`src/linear_diophantine_solver_macros.svh`:
```
// Assertion macros for the linear Diophantine solver.
// Used by the top level; no other dependencies.
`ifndef LINEAR_DIOPHANTINE_SOLVER_MACROS_SVH
`define LINEAR_DIOPHANTINE_SOLVER_MACROS_SVH
`ifndef SYNTH
// Check that a property holds on every rising clock edge outside reset.
`define LDS_ASSERT(label, clk, rst, prop, msg) \
   label: assert property (@(posedge clk) disable iff (rst) prop) else $error(msg);
// Check that a condition never holds.
`define LDS_ASSERT_NEVER(label, clk, rst, cond, msg) \
   label: assert property (@(posedge clk) disable iff (rst) !(cond)) else $error(msg);
`else
`define LDS_ASSERT(label, clk, rst, prop, msg)
`define LDS_ASSERT_NEVER(label, clk, rst, cond, msg)
`endif
`endif

```
`src/lds_pkg.sv`:
```
// Shared types and constants of the linear Diophantine solver.
// No dependencies.
`timescale 1ns / 1ps
package lds_pkg;
   localparam int PROD_W = 64;

   localparam logic [1:0] ST_SOLVABLE  = 2'd0;
   localparam logic [1:0] ST_NO_DIV    = 2'd1;
   localparam logic [1:0] ST_BOTH_ZERO = 2'd2;

   typedef struct packed {
      logic        [30:0] divisor_g;
      logic signed [31:0] bezout_x;
      logic signed [31:0] bezout_y;
      logic        [1:0]  status;
      logic signed [63:0] particular_x;
      logic signed [63:0] particular_y;
      logic signed [31:0] step_x;
      logic signed [31:0] step_y;
   } rsp_type;
endpackage

```
`src/lds_if.sv`:
```
// Request and response channel interfaces of the solver.
// Depends on lds_pkg.
`timescale 1ns / 1ps
interface lds_req_if;
   logic               valid;
   logic               ready;
   logic signed [31:0] coef_a;
   logic signed [31:0] coef_b;
   logic signed [31:0] rhs_c;
   modport source (output valid, coef_a, coef_b, rhs_c, input ready);
   modport sink (input valid, coef_a, coef_b, rhs_c, output ready);
endinterface

interface lds_rsp_if;
   import lds_pkg::*;
   logic               valid;
   logic               ready;
   logic        [30:0] divisor_g;
   logic signed [31:0] bezout_x;
   logic signed [31:0] bezout_y;
   logic        [1:0]  status;
   logic signed [63:0] particular_x;
   logic signed [63:0] particular_y;
   logic signed [31:0] step_x;
   logic signed [31:0] step_y;
   modport source (output valid, divisor_g, bezout_x, bezout_y, status, particular_x,
                   particular_y, step_x, step_y, input ready);
   modport sink (input valid, divisor_g, bezout_x, bezout_y, status, particular_x,
                 particular_y, step_x, step_y, output ready);
endinterface

```
`src/lds_alu.sv`:
```
// Shared adder/subtractor with carry out, used by every divide and multiply step.
// No dependencies.
`timescale 1ns / 1ps
module lds_alu #(
   parameter int UW = 64
) (
   input  logic [UW-1:0] a_i,
   input  logic [UW-1:0] b_i,
   input  logic          sub_i,
   output logic [UW:0]   sum_o
);
   // Add, or subtract in two's complement; the top bit is the carry out
   assign sum_o = {1'b0, a_i} + {1'b0, (sub_i ? ~b_i : b_i)} + {{UW{1'b0}}, sub_i};
endmodule

```
`src/lds_ctrl.sv`:
```
// Sequencer and datapath registers of the solver: Euclid loop, divisions, products.
// Depends on lds_pkg and lds_alu.
`timescale 1ns / 1ps
module lds_ctrl #(
   parameter int WIDTH = 32
) (
   input  logic               clock,
   input  logic               reset,
   input  logic               start_i,
   input  logic signed [31:0] coef_a_i,
   input  logic signed [31:0] coef_b_i,
   input  logic signed [31:0] rhs_c_i,
   input  logic               free_i,
   output logic               idle_o,
   output logic               done_o,
   output lds_pkg::rsp_type   result_o
);
   import lds_pkg::*;

   localparam int UW = (WIDTH + 1 > PROD_W) ? WIDTH + 1 : PROD_W;
   localparam int CW = $clog2(WIDTH);

   typedef enum logic [9:0] {
      S_IDLE   = 10'b0000000001,
      S_E_DIV  = 10'b0000000010,
      S_E_MULS = 10'b0000000100,
      S_E_MULT = 10'b0000001000,
      S_C_DIV  = 10'b0000010000,
      S_P_MULX = 10'b0000100000,
      S_P_MULY = 10'b0001000000,
      S_SX_DIV = 10'b0010000000,
      S_SY_DIV = 10'b0100000000,
      S_DONE   = 10'b1000000000
   } state_type;

   state_type         state_ff, state_in;
   logic              na_ff, na_in, nb_ff, nb_in, nc_ff, nc_in;
   logic [WIDTH-1:0]  ma_ff, ma_in, mb_ff, mb_in, mc_ff, mc_in;
   logic [WIDTH-1:0]  r1_ff, r1_in, g_ff, g_in, dvs_ff, dvs_in;
   logic [WIDTH-1:0]  q_ff, q_in, rem_ff, rem_in;
   logic [CW-1:0]     cnt_ff, cnt_in;
   logic [UW-1:0]     s0_ff, s0_in, s1_ff, s1_in, t0_ff, t0_in, t1_ff, t1_in;
   logic [UW-1:0]     u_ff, u_in, v_ff, v_in;
   logic [UW-1:0]     acc_ff, acc_in, mcand_ff, mcand_in;
   logic [PROD_W-1:0] mplier_ff, mplier_in;
   logic [1:0]        status_ff, status_in;
   logic [63:0]       px_ff, px_in, py_ff, py_in;
   logic [31:0]       sx_ff, sx_in, sy_ff, sy_in;

   logic [WIDTH-1:0]  raw_a, raw_b, raw_c, mag_a, mag_b, mag_c;
   logic [UW-1:0]     alu_a, alu_b;
   logic              alu_sub;
   logic [UW:0]       alu_sum;
   logic              div_ok, div_last, mul_state, mul_last;
   logic [WIDTH-1:0]  rem_step, q_step;
   logic [UW-1:0]     acc_step;
   logic [PROD_W-1:0] mplier_step, q_wide, qc_wide, qc_signed, qd_wide;

   lds_alu #(.UW(UW)) u_alu (
      .a_i   (alu_a),
      .b_i   (alu_b),
      .sub_i (alu_sub),
      .sum_o (alu_sum)
   );

   // Split the operands into sign and magnitude
   assign raw_a = WIDTH'($unsigned(coef_a_i));
   assign raw_b = WIDTH'($unsigned(coef_b_i));
   assign raw_c = WIDTH'($unsigned(rhs_c_i));
   assign mag_a = raw_a[WIDTH-1] ? -raw_a : raw_a;
   assign mag_b = raw_b[WIDTH-1] ? -raw_b : raw_b;
   assign mag_c = raw_c[WIDTH-1] ? -raw_c : raw_c;

   // Steer the shared unit: restoring divide step or shift-add/subtract multiply step
   assign mul_state = (state_ff == S_E_MULS) || (state_ff == S_E_MULT) ||
                      (state_ff == S_P_MULX) || (state_ff == S_P_MULY);
   assign alu_a   = mul_state ? acc_ff : UW'({rem_ff, q_ff[WIDTH-1]});
   assign alu_b   = mul_state ? mcand_ff : UW'(dvs_ff);
   assign alu_sub = !((state_ff == S_P_MULX) || (state_ff == S_P_MULY));

   // Divide step results
   assign div_ok   = alu_sum[UW];
   assign rem_step = div_ok ? alu_sum[WIDTH-1:0] : {rem_ff[WIDTH-2:0], q_ff[WIDTH-1]};
   assign q_step   = {q_ff[WIDTH-2:0], div_ok};
   assign div_last = (cnt_ff == CW'(WIDTH - 1));

   // Multiply step results
   assign acc_step    = mplier_ff[0] ? alu_sum[UW-1:0] : acc_ff;
   assign mplier_step = mplier_ff >> 1;
   assign mul_last    = (mplier_step == '0);

   // Signed quotients for the particular solution and the steps
   assign q_wide    = PROD_W'(q_step);
   assign qc_wide   = (state_ff == S_C_DIV) ? q_wide : PROD_W'(q_ff);
   assign qc_signed = nc_ff ? -qc_wide : qc_wide;
   assign qd_wide   = -q_wide;

   // Next-state and datapath logic
   always_comb begin
      state_in  = state_ff;
      na_in     = na_ff;
      nb_in     = nb_ff;
      nc_in     = nc_ff;
      ma_in     = ma_ff;
      mb_in     = mb_ff;
      mc_in     = mc_ff;
      r1_in     = r1_ff;
      g_in      = g_ff;
      dvs_in    = dvs_ff;
      q_in      = q_ff;
      rem_in    = rem_ff;
      cnt_in    = cnt_ff;
      s0_in     = s0_ff;
      s1_in     = s1_ff;
      t0_in     = t0_ff;
      t1_in     = t1_ff;
      u_in      = u_ff;
      v_in      = v_ff;
      acc_in    = acc_ff;
      mcand_in  = mcand_ff;
      mplier_in = mplier_ff;
      status_in = status_ff;
      px_in     = px_ff;
      py_in     = py_ff;
      sx_in     = sx_ff;
      sy_in     = sy_ff;

      if (state_ff != S_IDLE && state_ff != S_DONE) begin
         if (mul_state) begin
            acc_in    = acc_step;
            mcand_in  = mcand_ff << 1;
            mplier_in = mplier_step;
         end else begin
            rem_in = rem_step;
            q_in   = q_step;
            cnt_in = cnt_ff + CW'(1);
         end
      end

      case (state_ff)
         S_IDLE: begin
            if (start_i) begin
               na_in     = raw_a[WIDTH-1];
               nb_in     = raw_b[WIDTH-1];
               nc_in     = raw_c[WIDTH-1];
               ma_in     = mag_a;
               mb_in     = mag_b;
               mc_in     = mag_c;
               status_in = ST_SOLVABLE;
               px_in     = '0;
               py_in     = '0;
               sx_in     = '0;
               sy_in     = '0;
               rem_in    = '0;
               cnt_in    = '0;
               if (mag_a == '0 && mag_b == '0) begin
                  status_in = ST_BOTH_ZERO;
                  g_in      = '0;
                  u_in      = '0;
                  v_in      = '0;
                  state_in  = S_DONE;
               end else if (mag_b == '0) begin
                  g_in     = mag_a;
                  u_in     = raw_a[WIDTH-1] ? '1 : UW'(1);
                  v_in     = '0;
                  dvs_in   = mag_a;
                  q_in     = mag_c;
                  state_in = S_C_DIV;
               end else begin
                  r1_in    = mag_b;
                  s0_in    = UW'(1);
                  s1_in    = '0;
                  t0_in    = '0;
                  t1_in    = UW'(1);
                  dvs_in   = mag_b;
                  q_in     = mag_a;
                  state_in = S_E_DIV;
               end
            end
         end
         S_E_DIV: begin
            if (div_last) begin
               if (rem_step == '0) begin
                  // Remainder zero: the divisor is the gcd
                  g_in     = r1_ff;
                  u_in     = na_ff ? -s1_ff : s1_ff;
                  v_in     = nb_ff ? -t1_ff : t1_ff;
                  dvs_in   = r1_ff;
                  q_in     = mc_ff;
                  rem_in   = '0;
                  cnt_in   = '0;
                  state_in = S_C_DIV;
               end else begin
                  acc_in    = s0_ff;
                  mcand_in  = s1_ff;
                  mplier_in = q_wide;
                  state_in  = S_E_MULS;
               end
            end
         end
         S_E_MULS: begin
            if (mul_last) begin
               s0_in     = s1_ff;
               s1_in     = acc_step;
               acc_in    = t0_ff;
               mcand_in  = t1_ff;
               mplier_in = PROD_W'(q_ff);
               state_in  = S_E_MULT;
            end
         end
         S_E_MULT: begin
            if (mul_last) begin
               // Advance the remainder and coefficient pairs
               t0_in    = t1_ff;
               t1_in    = acc_step;
               r1_in    = rem_ff;
               dvs_in   = rem_ff;
               q_in     = r1_ff;
               rem_in   = '0;
               cnt_in   = '0;
               state_in = S_E_DIV;
            end
         end
         S_C_DIV: begin
            if (div_last) begin
               if (rem_step != '0) begin
                  status_in = ST_NO_DIV;
                  state_in  = S_DONE;
               end else begin
                  acc_in    = '0;
                  mcand_in  = u_ff;
                  mplier_in = qc_signed;
                  state_in  = S_P_MULX;
               end
            end
         end
         S_P_MULX: begin
            if (mul_last) begin
               px_in     = acc_step[63:0];
               acc_in    = '0;
               mcand_in  = v_ff;
               mplier_in = qc_signed;
               state_in  = S_P_MULY;
            end
         end
         S_P_MULY: begin
            if (mul_last) begin
               py_in    = acc_step[63:0];
               dvs_in   = g_ff;
               q_in     = mb_ff;
               rem_in   = '0;
               cnt_in   = '0;
               state_in = S_SX_DIV;
            end
         end
         S_SX_DIV: begin
            if (div_last) begin
               sx_in    = nb_ff ? qd_wide[31:0] : q_wide[31:0];
               q_in     = ma_ff;
               rem_in   = '0;
               cnt_in   = '0;
               state_in = S_SY_DIV;
            end
         end
         S_SY_DIV: begin
            if (div_last) begin
               sy_in    = na_ff ? q_wide[31:0] : qd_wide[31:0];
               state_in = S_DONE;
            end
         end
         S_DONE: begin
            if (free_i) begin
               state_in = S_IDLE;
            end
         end
         default: begin
            state_in = S_IDLE;
         end
      endcase
   end

   // Hold control state under reset
   always_ff @(posedge clock) begin
      if (reset) begin
         state_ff <= S_IDLE;
      end else begin
         state_ff <= state_in;
      end
   end

   // Datapath registers
   always_ff @(posedge clock) begin
      na_ff     <= na_in;
      nb_ff     <= nb_in;
      nc_ff     <= nc_in;
      ma_ff     <= ma_in;
      mb_ff     <= mb_in;
      mc_ff     <= mc_in;
      r1_ff     <= r1_in;
      g_ff      <= g_in;
      dvs_ff    <= dvs_in;
      q_ff      <= q_in;
      rem_ff    <= rem_in;
      cnt_ff    <= cnt_in;
      s0_ff     <= s0_in;
      s1_ff     <= s1_in;
      t0_ff     <= t0_in;
      t1_ff     <= t1_in;
      u_ff      <= u_in;
      v_ff      <= v_in;
      acc_ff    <= acc_in;
      mcand_ff  <= mcand_in;
      mplier_ff <= mplier_in;
      status_ff <= status_in;
      px_ff     <= px_in;
      py_ff     <= py_in;
      sx_ff     <= sx_in;
      sy_ff     <= sy_in;
   end

   assign idle_o = (state_ff == S_IDLE);
   assign done_o = (state_ff == S_DONE);

   // Pack the finished result
   assign result_o.divisor_g    = 31'(g_ff);
   assign result_o.bezout_x     = u_ff[31:0];
   assign result_o.bezout_y     = v_ff[31:0];
   assign result_o.status       = status_ff;
   assign result_o.particular_x = px_ff;
   assign result_o.particular_y = py_ff;
   assign result_o.step_x       = sx_ff;
   assign result_o.step_y       = sy_ff;
endmodule

```
`src/linear_diophantine_solver.sv`:
```
// Linear Diophantine solver a*x + b*y = c, top level.
// Channels: req_ch carries coef_a, coef_b, rhs_c; rsp_ch returns gcd, Bezout
// coefficients, status, particular solution and general-solution steps.
// A request is taken when valid and ready are both high. Ready is high only
// while the sequencer is idle; one request is worked on at a time.
// Sequence: each Euclid step takes one restoring division plus two
// shift-subtract products whose length is the bit length of the quotient,
// all on one shared adder. After the loop come the division of |c| by g and,
// if g divides |c|, two 64-bit products and two more divisions. Both
// coefficients zero go straight from idle to done.
// The result sits in an output register: a new request is taken while it
// waits; if the receiver still stalls when the next result is done, the
// sequencer holds it and stays busy.
// Reset (synchronous, active high) returns to idle and drops any pending result.
// Depends on lds_pkg, lds_if, lds_ctrl and the macro header.
`timescale 1ns / 1ps
`include "linear_diophantine_solver_macros.svh"
module linear_diophantine_solver #(
   parameter int WIDTH = 32
) (
   input logic       clock,
   input logic       reset,
   lds_req_if.sink   req_ch,
   lds_rsp_if.source rsp_ch
);
   import lds_pkg::*;

   logic    idle, done, load;
   logic    valid_ff, valid_in;
   rsp_type result, rsp_ff, rsp_in;

   // Load the output register when it is empty or being drained
   assign load = done && (!valid_ff || rsp_ch.ready);

   lds_ctrl #(.WIDTH(WIDTH)) u_ctrl (
      .clock    (clock),
      .reset    (reset),
      .start_i  (req_ch.valid && idle),
      .coef_a_i (req_ch.coef_a),
      .coef_b_i (req_ch.coef_b),
      .rhs_c_i  (req_ch.rhs_c),
      .free_i   (load),
      .idle_o   (idle),
      .done_o   (done),
      .result_o (result)
   );

   assign req_ch.ready = idle;

   // Output register
   assign valid_in = load || (valid_ff && !rsp_ch.ready);
   assign rsp_in   = load ? result : rsp_ff;

   always_ff @(posedge clock) begin
      if (reset) begin
         valid_ff <= 1'b0;
      end else begin
         valid_ff <= valid_in;
      end
   end

   always_ff @(posedge clock) begin
      rsp_ff <= rsp_in;
   end

   assign rsp_ch.valid        = valid_ff;
   assign rsp_ch.divisor_g    = rsp_ff.divisor_g;
   assign rsp_ch.bezout_x     = rsp_ff.bezout_x;
   assign rsp_ch.bezout_y     = rsp_ff.bezout_y;
   assign rsp_ch.status       = rsp_ff.status;
   assign rsp_ch.particular_x = rsp_ff.particular_x;
   assign rsp_ch.particular_y = rsp_ff.particular_y;
   assign rsp_ch.step_x       = rsp_ff.step_x;
   assign rsp_ch.step_y       = rsp_ff.step_y;

   // Checks
   `LDS_ASSERT(a_busy_after_req, clock, reset, (req_ch.valid && req_ch.ready) |=> !req_ch.ready, "ready after accepted request")
   `LDS_ASSERT(a_zero_gcd, clock, reset, (rsp_ch.valid && rsp_ch.status == ST_BOTH_ZERO) |-> (rsp_ch.divisor_g == 31'd0), "nonzero gcd with both coefficients zero")
   `LDS_ASSERT_NEVER(a_unsolved_zero, clock, reset, rsp_ch.valid && rsp_ch.status != ST_SOLVABLE && (rsp_ch.particular_x != 64'd0 || rsp_ch.step_x != 32'd0), "solution fields set on unsolvable result")
endmodule

```
`src/flat_wrapper.sv`:
```
// flat-port wrapper written by rule: the top's interface ports become plain ports
module linear_diophantine_solver_flat import lds_pkg::*;
#(
   parameter int WIDTH = 32
)
  (clock, reset, req_ch_valid, req_ch_coef_a, req_ch_coef_b, req_ch_rhs_c, req_ch_ready, rsp_ch_valid, rsp_ch_divisor_g, rsp_ch_bezout_x, rsp_ch_bezout_y, rsp_ch_status, rsp_ch_particular_x, rsp_ch_particular_y, rsp_ch_step_x, rsp_ch_step_y, rsp_ch_ready);
  lds_req_if req_ch_i ();
  lds_rsp_if rsp_ch_i ();
  input logic clock;
  input logic reset;
  input wire logic [$bits(req_ch_i.valid)-1:0] req_ch_valid;
  input wire logic [$bits(req_ch_i.coef_a)-1:0] req_ch_coef_a;
  input wire logic [$bits(req_ch_i.coef_b)-1:0] req_ch_coef_b;
  input wire logic [$bits(req_ch_i.rhs_c)-1:0] req_ch_rhs_c;
  output wire logic [$bits(req_ch_i.ready)-1:0] req_ch_ready;
  output wire logic [$bits(rsp_ch_i.valid)-1:0] rsp_ch_valid;
  output wire logic [$bits(rsp_ch_i.divisor_g)-1:0] rsp_ch_divisor_g;
  output wire logic [$bits(rsp_ch_i.bezout_x)-1:0] rsp_ch_bezout_x;
  output wire logic [$bits(rsp_ch_i.bezout_y)-1:0] rsp_ch_bezout_y;
  output wire logic [$bits(rsp_ch_i.status)-1:0] rsp_ch_status;
  output wire logic [$bits(rsp_ch_i.particular_x)-1:0] rsp_ch_particular_x;
  output wire logic [$bits(rsp_ch_i.particular_y)-1:0] rsp_ch_particular_y;
  output wire logic [$bits(rsp_ch_i.step_x)-1:0] rsp_ch_step_x;
  output wire logic [$bits(rsp_ch_i.step_y)-1:0] rsp_ch_step_y;
  input wire logic [$bits(rsp_ch_i.ready)-1:0] rsp_ch_ready;
  assign req_ch_i.valid = req_ch_valid;
  assign req_ch_i.coef_a = req_ch_coef_a;
  assign req_ch_i.coef_b = req_ch_coef_b;
  assign req_ch_i.rhs_c = req_ch_rhs_c;
  assign req_ch_ready = req_ch_i.ready;
  assign rsp_ch_valid = rsp_ch_i.valid;
  assign rsp_ch_divisor_g = rsp_ch_i.divisor_g;
  assign rsp_ch_bezout_x = rsp_ch_i.bezout_x;
  assign rsp_ch_bezout_y = rsp_ch_i.bezout_y;
  assign rsp_ch_status = rsp_ch_i.status;
  assign rsp_ch_particular_x = rsp_ch_i.particular_x;
  assign rsp_ch_particular_y = rsp_ch_i.particular_y;
  assign rsp_ch_step_x = rsp_ch_i.step_x;
  assign rsp_ch_step_y = rsp_ch_i.step_y;
  assign rsp_ch_i.ready = rsp_ch_ready;
  linear_diophantine_solver #(.WIDTH(WIDTH)) u_core (.clock(clock), .reset(reset), .req_ch(req_ch_i), .rsp_ch(rsp_ch_i));
endmodule
```
`config.mk`:
```
export PLATFORM = sky130hd
export DESIGN_NAME = linear_diophantine_solver_flat
export DESIGN_NICKNAME = d
export VERILOG_FILES = /design/src/lds_pkg.sv /design/src/lds_if.sv /design/src/lds_alu.sv /design/src/lds_ctrl.sv /design/src/linear_diophantine_solver.sv /design/src/flat_wrapper.sv
export VERILOG_INCLUDE_DIRS = /design/src /design/src/src
export SDC_FILE = /design/constraint.sdc
export NUM_CORES = 2
export LEC_CHECK = 0
export ABC_CLOCK_PERIOD_IN_PS = 23000
export BUFFER_PORTS_ARGS = -buffer_cell sky130_fd_sc_hd__buf_2
export CAP_MARGIN = 30
export CELL_PAD_IN_SITES_DETAIL_PLACEMENT = 1
export CELL_PAD_IN_SITES_GLOBAL_PLACEMENT = 2
export CORE_ASPECT_RATIO = 0.9
export CORE_UTILIZATION = 41
export CTS_CLUSTER_SIZE = 14
export DETAILED_ROUTE_END_ITERATION = 6
export PLACE_DENSITY_LB_ADDON = 0.1
export SYNTH_ARGS = -nofsm -noshare
export SYNTH_HDL_FRONTEND = slang
export SYNTH_SLANG_ARGS = --single-unit
```
`constraint.sdc`:
```
create_clock -name clock -period 23 [get_ports clock]
set_input_delay 4.6 -clock clock [delete_from_list [all_inputs] [get_ports clock]]
set_output_delay 4.6 -clock clock [all_outputs]
set_load 0.01 [all_outputs]
```
# Word-level counts from Yosys, hierarchy flattened
# Cells that the tools add are included.
# op_classes
n_mux,138
reduce_logical,40
bitwise,1
n_eq_ne,28
n_addsub,10
# op_table
op,count
2-to-1 mux 64 bit,52
2-to-1 mux 32 bit,40
case mux 64 bit (2 select lines),8
case mux 64 bit (4 select lines),3
case mux 32 bit (2 select lines),4
case mux 32 bit (4 select lines),2
case mux 32 bit (5 select lines),1
negation 32 bit,4
negation 64 bit,2
2-to-1 mux 10 bit,12
case mux 10 bit (10 select lines),1
logical NOT 32 bit,3
adder 64 x 64 -> 65 bit,1
adder 65 x 1 -> 65 bit,1
logical NOT 64 bit,1
negation 32 -> 64 bit,1
NOT 64 bit,1
2-to-1 mux 5 bit,9
nonzero test 32 bit,1
!= test 2 bit (second input constant),13
case mux 5 bit (4 select lines),1
nonzero test 2 bit,8
AND reduction 5 bit,3
AND reduction 3 bit,4
27 further kinds,41
# totals
reg_bits,1334
elab_cells,253
output_inout_bits,291

# Logic depth before layout (Yosys ltp)
# depth
word_depth,15
mapped_depth,37
depth_no_buf,28

# Modules after synthesis
# A second synthesis with hierarchy kept.
# unflattened
hier_cells,6365
hier_area_um2,66904.2
# modules_own_cells
mod,n_inst,cells_each,area_per_inst_um2
lds_ctrl,1,5417,53552.6
linear_diophantine_solver,1,295,8739.6
lds_alu,1,653,4611.9

# Worst setup path after synthesis
# Ideal clock, no wire load.
# synth_timing
path_type,input-to-reg
start,input port rsp_ch_ready
end,register u_core.rsp_ff (netlist bit u_core.rsp_ch.bezout_x[0]) (enable)
path_slack_ps,5410
t_arrival_ps,16645
cell_stages,2
setup_ps,945
n_path_buf,0
path_cell_list,nor2b_1 nor2_1
# synth_between
elab_chain_len,2
# synth_rtl
item,line_no,text
from (decl),flat_wrapper.sv:25,input wire logic [$bits(rsp_ch_i.ready)-1:0] rsp_ch_ready;
logical OR 1 bit,linear_diophantine_solver.sv:33,assign load = done && (!valid_ff || rsp_ch.ready);
logical AND 1 bit,linear_diophantine_solver.sv:33,
via u_core.load,linear_diophantine_solver.sv:28,"logic idle, done, load;"
to (signal assigned),linear_diophantine_solver.sv:63,rsp_ff <= rsp_in;
to (decl),linear_diophantine_solver.sv:30,"rsp_type result, rsp_ff, rsp_in;"
# The timed path passes the listed nets, and every way through them passes these cells.
# A chain may end at the register's enable or synchronous reset.

# Final worst setup path
# layout_timing
start,register u_core.u_ctrl.state_ff[0]
end,register u_core.u_ctrl.sx_ff[30] (data pin)
# layout_between
elab_chain_len,13
# layout_rtl
item,line_no,text
from (decl),lds_ctrl.sv:36,"state_type state_ff, state_in;"
from (signal assigned),lds_ctrl.sv:287,state_ff <= state_in;
equality test 10 x 3 -> 1 bit / equality test 10 x 4 -> 1 bit (equally long branches),lds_ctrl.sv:75,assign mul_state = (state_ff == S_E_MULS) || (state_ff == S_E_MULT) ||
logical OR 1 bit (2 in series),lds_ctrl.sv:75,
logical OR 1 bit,lds_ctrl.sv:76,(state_ff == S_P_MULX) || (state_ff == S_P_MULY);
2-to-1 mux 64 bit,lds_ctrl.sv:78,assign alu_b = mul_state ? mcand_ff : UW'(dvs_ff);
NOT 64 bit,lds_alu.sv:13,"assign sum_o = {1'b0, a_i} + {1'b0, (sub_i ? ~b_i : b_i)} + {{UW{1'b0}}, sub_i};"
2-to-1 mux 64 bit,lds_alu.sv:13,
adder 64 x 64 -> 65 bit,lds_alu.sv:13,
adder 65 x 1 -> 65 bit,lds_alu.sv:13,
negation 32 bit,lds_ctrl.sv:96,assign qd_wide = -q_wide;
2-to-1 mux 32 bit,lds_ctrl.sv:258,sx_in = nb_ff ? qd_wide[31:0] : q_wide[31:0];
2-to-1 mux 32 bit,lds_ctrl.sv:257,if (div_last) begin
case mux 32 bit (2 select lines) (*),lds_ctrl.sv:140,case (state_ff)
to (signal assigned),lds_ctrl.sv:317,sx_ff <= sx_in;
to (decl),lds_ctrl.sv:48,"logic [31:0] sx_ff, sx_in, sy_ff, sy_in;"
# Mark *: on every way between the ends. The rest lies on a longest branch, timed or not. The select of a mux whose other input is x is not followed.

==> results.txt <==
The part of the total power dissipated in the clock network is 28.6%. The total standard cell area after synthesis is 68,400 um2. The overall routed net length is 268,000 um.

Cell internal power was estimated by the tool at 5.10 mW. The setup skew after layout is 0.0375 ns. The power share of the combinational group came out at 31.7%. The CTS H-tree depth came out at 4.

Dividing total power by cell area gives a power density of 107 nW/um2. The first global-routing pass estimated 388,000 um of wire. The first TritonRoute pass finished after 7 iterations.

The worst register-to-register path ends at u_core.u_ctrl.sx_ff[30]. In the layout the commonest cells are sky130_fd_sc_hd__edfxtp_1, sky130_fd_sc_hd__nor2_1, sky130_fd_sc_hd__nand2_1. The register clock-pin slew on the reported worst setup and hold paths is 0.07 ns. The mean cell area of the mapped netlist came out at 10.4 um2.

The DRC marker count from the first detailed-route iteration came out at 5,914. The wire length per cell after detailed routing is 29.3 um. In the final timing run, aggregate negative setup slack is 0 ns. The clock drives 1,334 sinks. The synthesized netlist cell count came out at 6,571.

The share of synthesized area occupied by flip-flops and latches came out at 54.6%. In the final layout, the multi-input gates occupy 29,100 um2. The clock latency on the worst-skew pair is 0.81 ns. The most critical setup path has its endpoint at u_core.u_ctrl.sx_ff[30].

The area enclosed by the die boundary came out at 168,000 um2. The clock buffer count from CTS is 149. The vias after detailed routing is 56,400. The post-cts resize count is 0. Dividing the detail-routed via count by the number of cells gives 6.18. The analysis attributes to cell leakage a power of 28.4 nW. The root buffer cell chosen for the clock tree is sky130_fd_sc_hd__clkbuf_16. The flow ran to the end, and the final reports show no timing, DRC or antenna violations. The number of synthesized flops with an enable pin is 1,062. The core area is 165,000 um2.

The clock period could shrink to 10.43 ns. The final count of hold timing violations is 0. The maximum operating frequency is 95.9 MHz.

The worst reg2reg path depth is 29. The number of violations of the max-capacitance limit is 0. The total congestion overflow came out at 0.

The initial utilization of the core area, before any placement, comes to 41.5%. The total placed instance area is 72,800 um2. In the final layout, the share of cells above drive strength 1 is 12.5%. The total track usage is 31.0%.

The number of buffers inserted for hold repair after clock tree synthesis is 0. The number of global-route vias before repair is 55,100. The worst setup path is captured at a register. The filler cell count came out at 17,900.

The top flip-flop cell by instance count after synthesis is sky130_fd_sc_hd__edfxtp_1. The final non-filler cell area came out at 77,700 um2. The number of setup buffers added after CTS is 0. The number of nets handed over by synthesis was 6,746. The category of the critical setup timing path is reg2reg. The post-route non-filler standard cell count came out at 9,124. The final count of negative-setup-slack endpoints is 0. The count of pins over their slew limit came to 0. The HPWL after detailed placement is 190,000 um. The highest cell delay on the worst timing path is 0.79 ns. The CTS tree is yes.

The total number of placement rows is 141. The sequential share of power came out at 39.7%. The required time of the worst setup path is 23.51 ns. The largest individual stage delay along the critical path comes from the cell sky130_fd_sc_hd__buf_4.

The count of boundary I/O pins is 391. The library cell used most frequently in the layout, excluding fill and tap cells, is sky130_fd_sc_hd__edfxtp_1. In the synthesized netlist the async set-or-reset flop fraction comes to 0%.

The count of yosys warnings during synthesis came out at 0. The count of antenna-violating nets left after detailed routing came out at 0. The final-stage net count is 6,961. The data arrival at the endpoint of the critical path came out at 10.95 ns. The path class of the lowest-slack min-delay path is reg2reg. The relative slew slack is 22.2%. During placement, the flow inserted port buffers numbering 390. Setup repair after global routing left no endpoint under its margin. The placer congestion estimate came out at 0.957. The cell count after placement is 8,846. At the pin with the least slew margin, the transition time is 1.16 ns. The setup slack on the worst flop-to-flop path is 12.57 ns. IR analysis of the VDD net gives a maximum drop of 81.0 uV. The worst register-to-register path begins at u_core.u_ctrl.state_ff[0].

The count of inserted antenna diode cells is 0. In this run the horizontal extent of the chip is 433 um. The portion of the clock cycle consumed by the worst path in the final layout is 45.4%. The signed area change from the synthesized netlist to the final layout came out at 13.6%.

The initial antenna violation count is 10. The y dimension of the die is 389 um. The maximum root-to-sink buffer count is 3. The DRC violations left is 0. The switching power of the nets is 3.25 mW.

The number of library cell types mapped by synthesis came out at 106. Net switching is 38.9% of the power. The worst setup path is launched from a register. The number of register bits inferred by synthesis is 1,334. The biggest fanout along the worst timing path is 68.

The area taken by flip-flops and latches came out at 37,300 um2. The launching element of the worst setup path is u_core.u_ctrl.state_ff[0]. The maximum number of pins on one net before global-route repair came out at 134.
-- synth_stat cells (all sizes together), types with 73 or more instances --
master  instances  share of area, %
inv            90              0.49
xnor2         195               2.5
nor3           91              0.68
o31ai          74              0.81
o21ai         525               3.9
nand2         550               3.0
buf            73              0.53
mux2i         231               3.4
clkbuf        412               2.3
dfxtp         272               8.0
nor2          843               4.6
xor2          194               2.5
a21o          109               1.2
ha             74               1.4
a221oi        195               2.5
a21oi         355               2.6
and2          179               1.6
edfxtp       1062                47
-- kinds of logic after synthesis --
logic type / count (synthesis) / synth area share [%]
XOR/XNOR: 389 / 4.98
flip-flops: 1334 / 54.6
AO/OA/AOI/OAI: 1857 / 18.1
buffers and inverters: 579 / 3.31
adder cells (fa/ha/maj): 75 / 1.38
multiplexers: 236 / 3.46
AND/OR/NAND/NOR: 2101 / 14.2
-- metrics by stage --
stage / worst slack [ns] / power (mW) / hold slack, ns / utilization, %
after floorplan: 5.41 / 4.76 / 0.400 / -
final: 12.57 / 8.35 / 0.401 / 47.1
after global placement: 12.08 / 5.89 / 0.402 / 44.0
after detailed placement: 11.93 / 5.93 / 0.405 / 44.1
after global routing: 11.76 / 8.64 / 0.419 / 47.1
after CTS: 12.18 / 8.32 / 0.399 / 47.0
-- routing by layer --
layer | track usage (%) | vias up | share of wire (%)
met2 | 45.3 | 2129 | 43
li1 | - | 24900 | -
met1 | 47.0 | 29000 | 47
met3 | 4.67 | 357 | 7.2
met5 | 0 | - | 0.0049
met4 | 9.43 | 2 | 3.0
-- area by class of cell --
class,count,share of cell area (%)
flip-flops and latches,1334,48.1
inverters,94,0.457
multi-input cells,4658,37.4
repair buffers,549,4.32
clock buffers,202,5.31
well taps,2216,3.57
clock inverters,71,0.841
-- power groups by stage --
stage / sequential [mW] / combinational [mW] / clock, mW
after floorplan: 3.13 / 1.63 / 0
after global routing: 3.33 / 2.82 / 2.50
after global placement: 3.33 / 2.56 / 0
after detailed placement: 3.34 / 2.59 / 0
final: 3.31 / 2.65 / 2.39
after CTS: 3.29 / 2.60 / 2.43
-- worst max-delay path: cells and delay by family (launching register included) --
family	cells	cell delay (ns)
AND/OR/NAND/NOR	13	4.71
AO/OA/AOI/OAI	6	1.58
buffers and inverters	5	2.13
multiplexers	1	0.30
XOR/XNOR	2	0.25
adder cells (fa/ha/maj)	2	0.69
flip-flops	1	0.38
-- worst min path at each step --
stage | from | endpoint | slack, ns | cells after the start
final | u_core.u_ctrl.px_ff[61] | u_core.rsp_ch.particular_x[61] | 0.40 | 0
after global routing | u_core.u_ctrl.px_ff[61] | u_core.rsp_ch.particular_x[61] | 0.42 | 0
after CTS | u_core.u_ctrl.px_ff[61] | u_core.rsp_ch.particular_x[61] | 0.40 | 0
after detailed placement | u_core.u_ctrl.px_ff[25] | u_core.rsp_ch.particular_x[25] | 0.41 | 0
after global placement | u_core.u_ctrl.py_ff[58] | u_core.rsp_ch.particular_y[58] | 0.40 | 0
after floorplan | u_core.u_ctrl.px_ff[0] | u_core.rsp_ch.particular_x[0] | 0.40 | 0
Power figures use the tool's default switching activity.
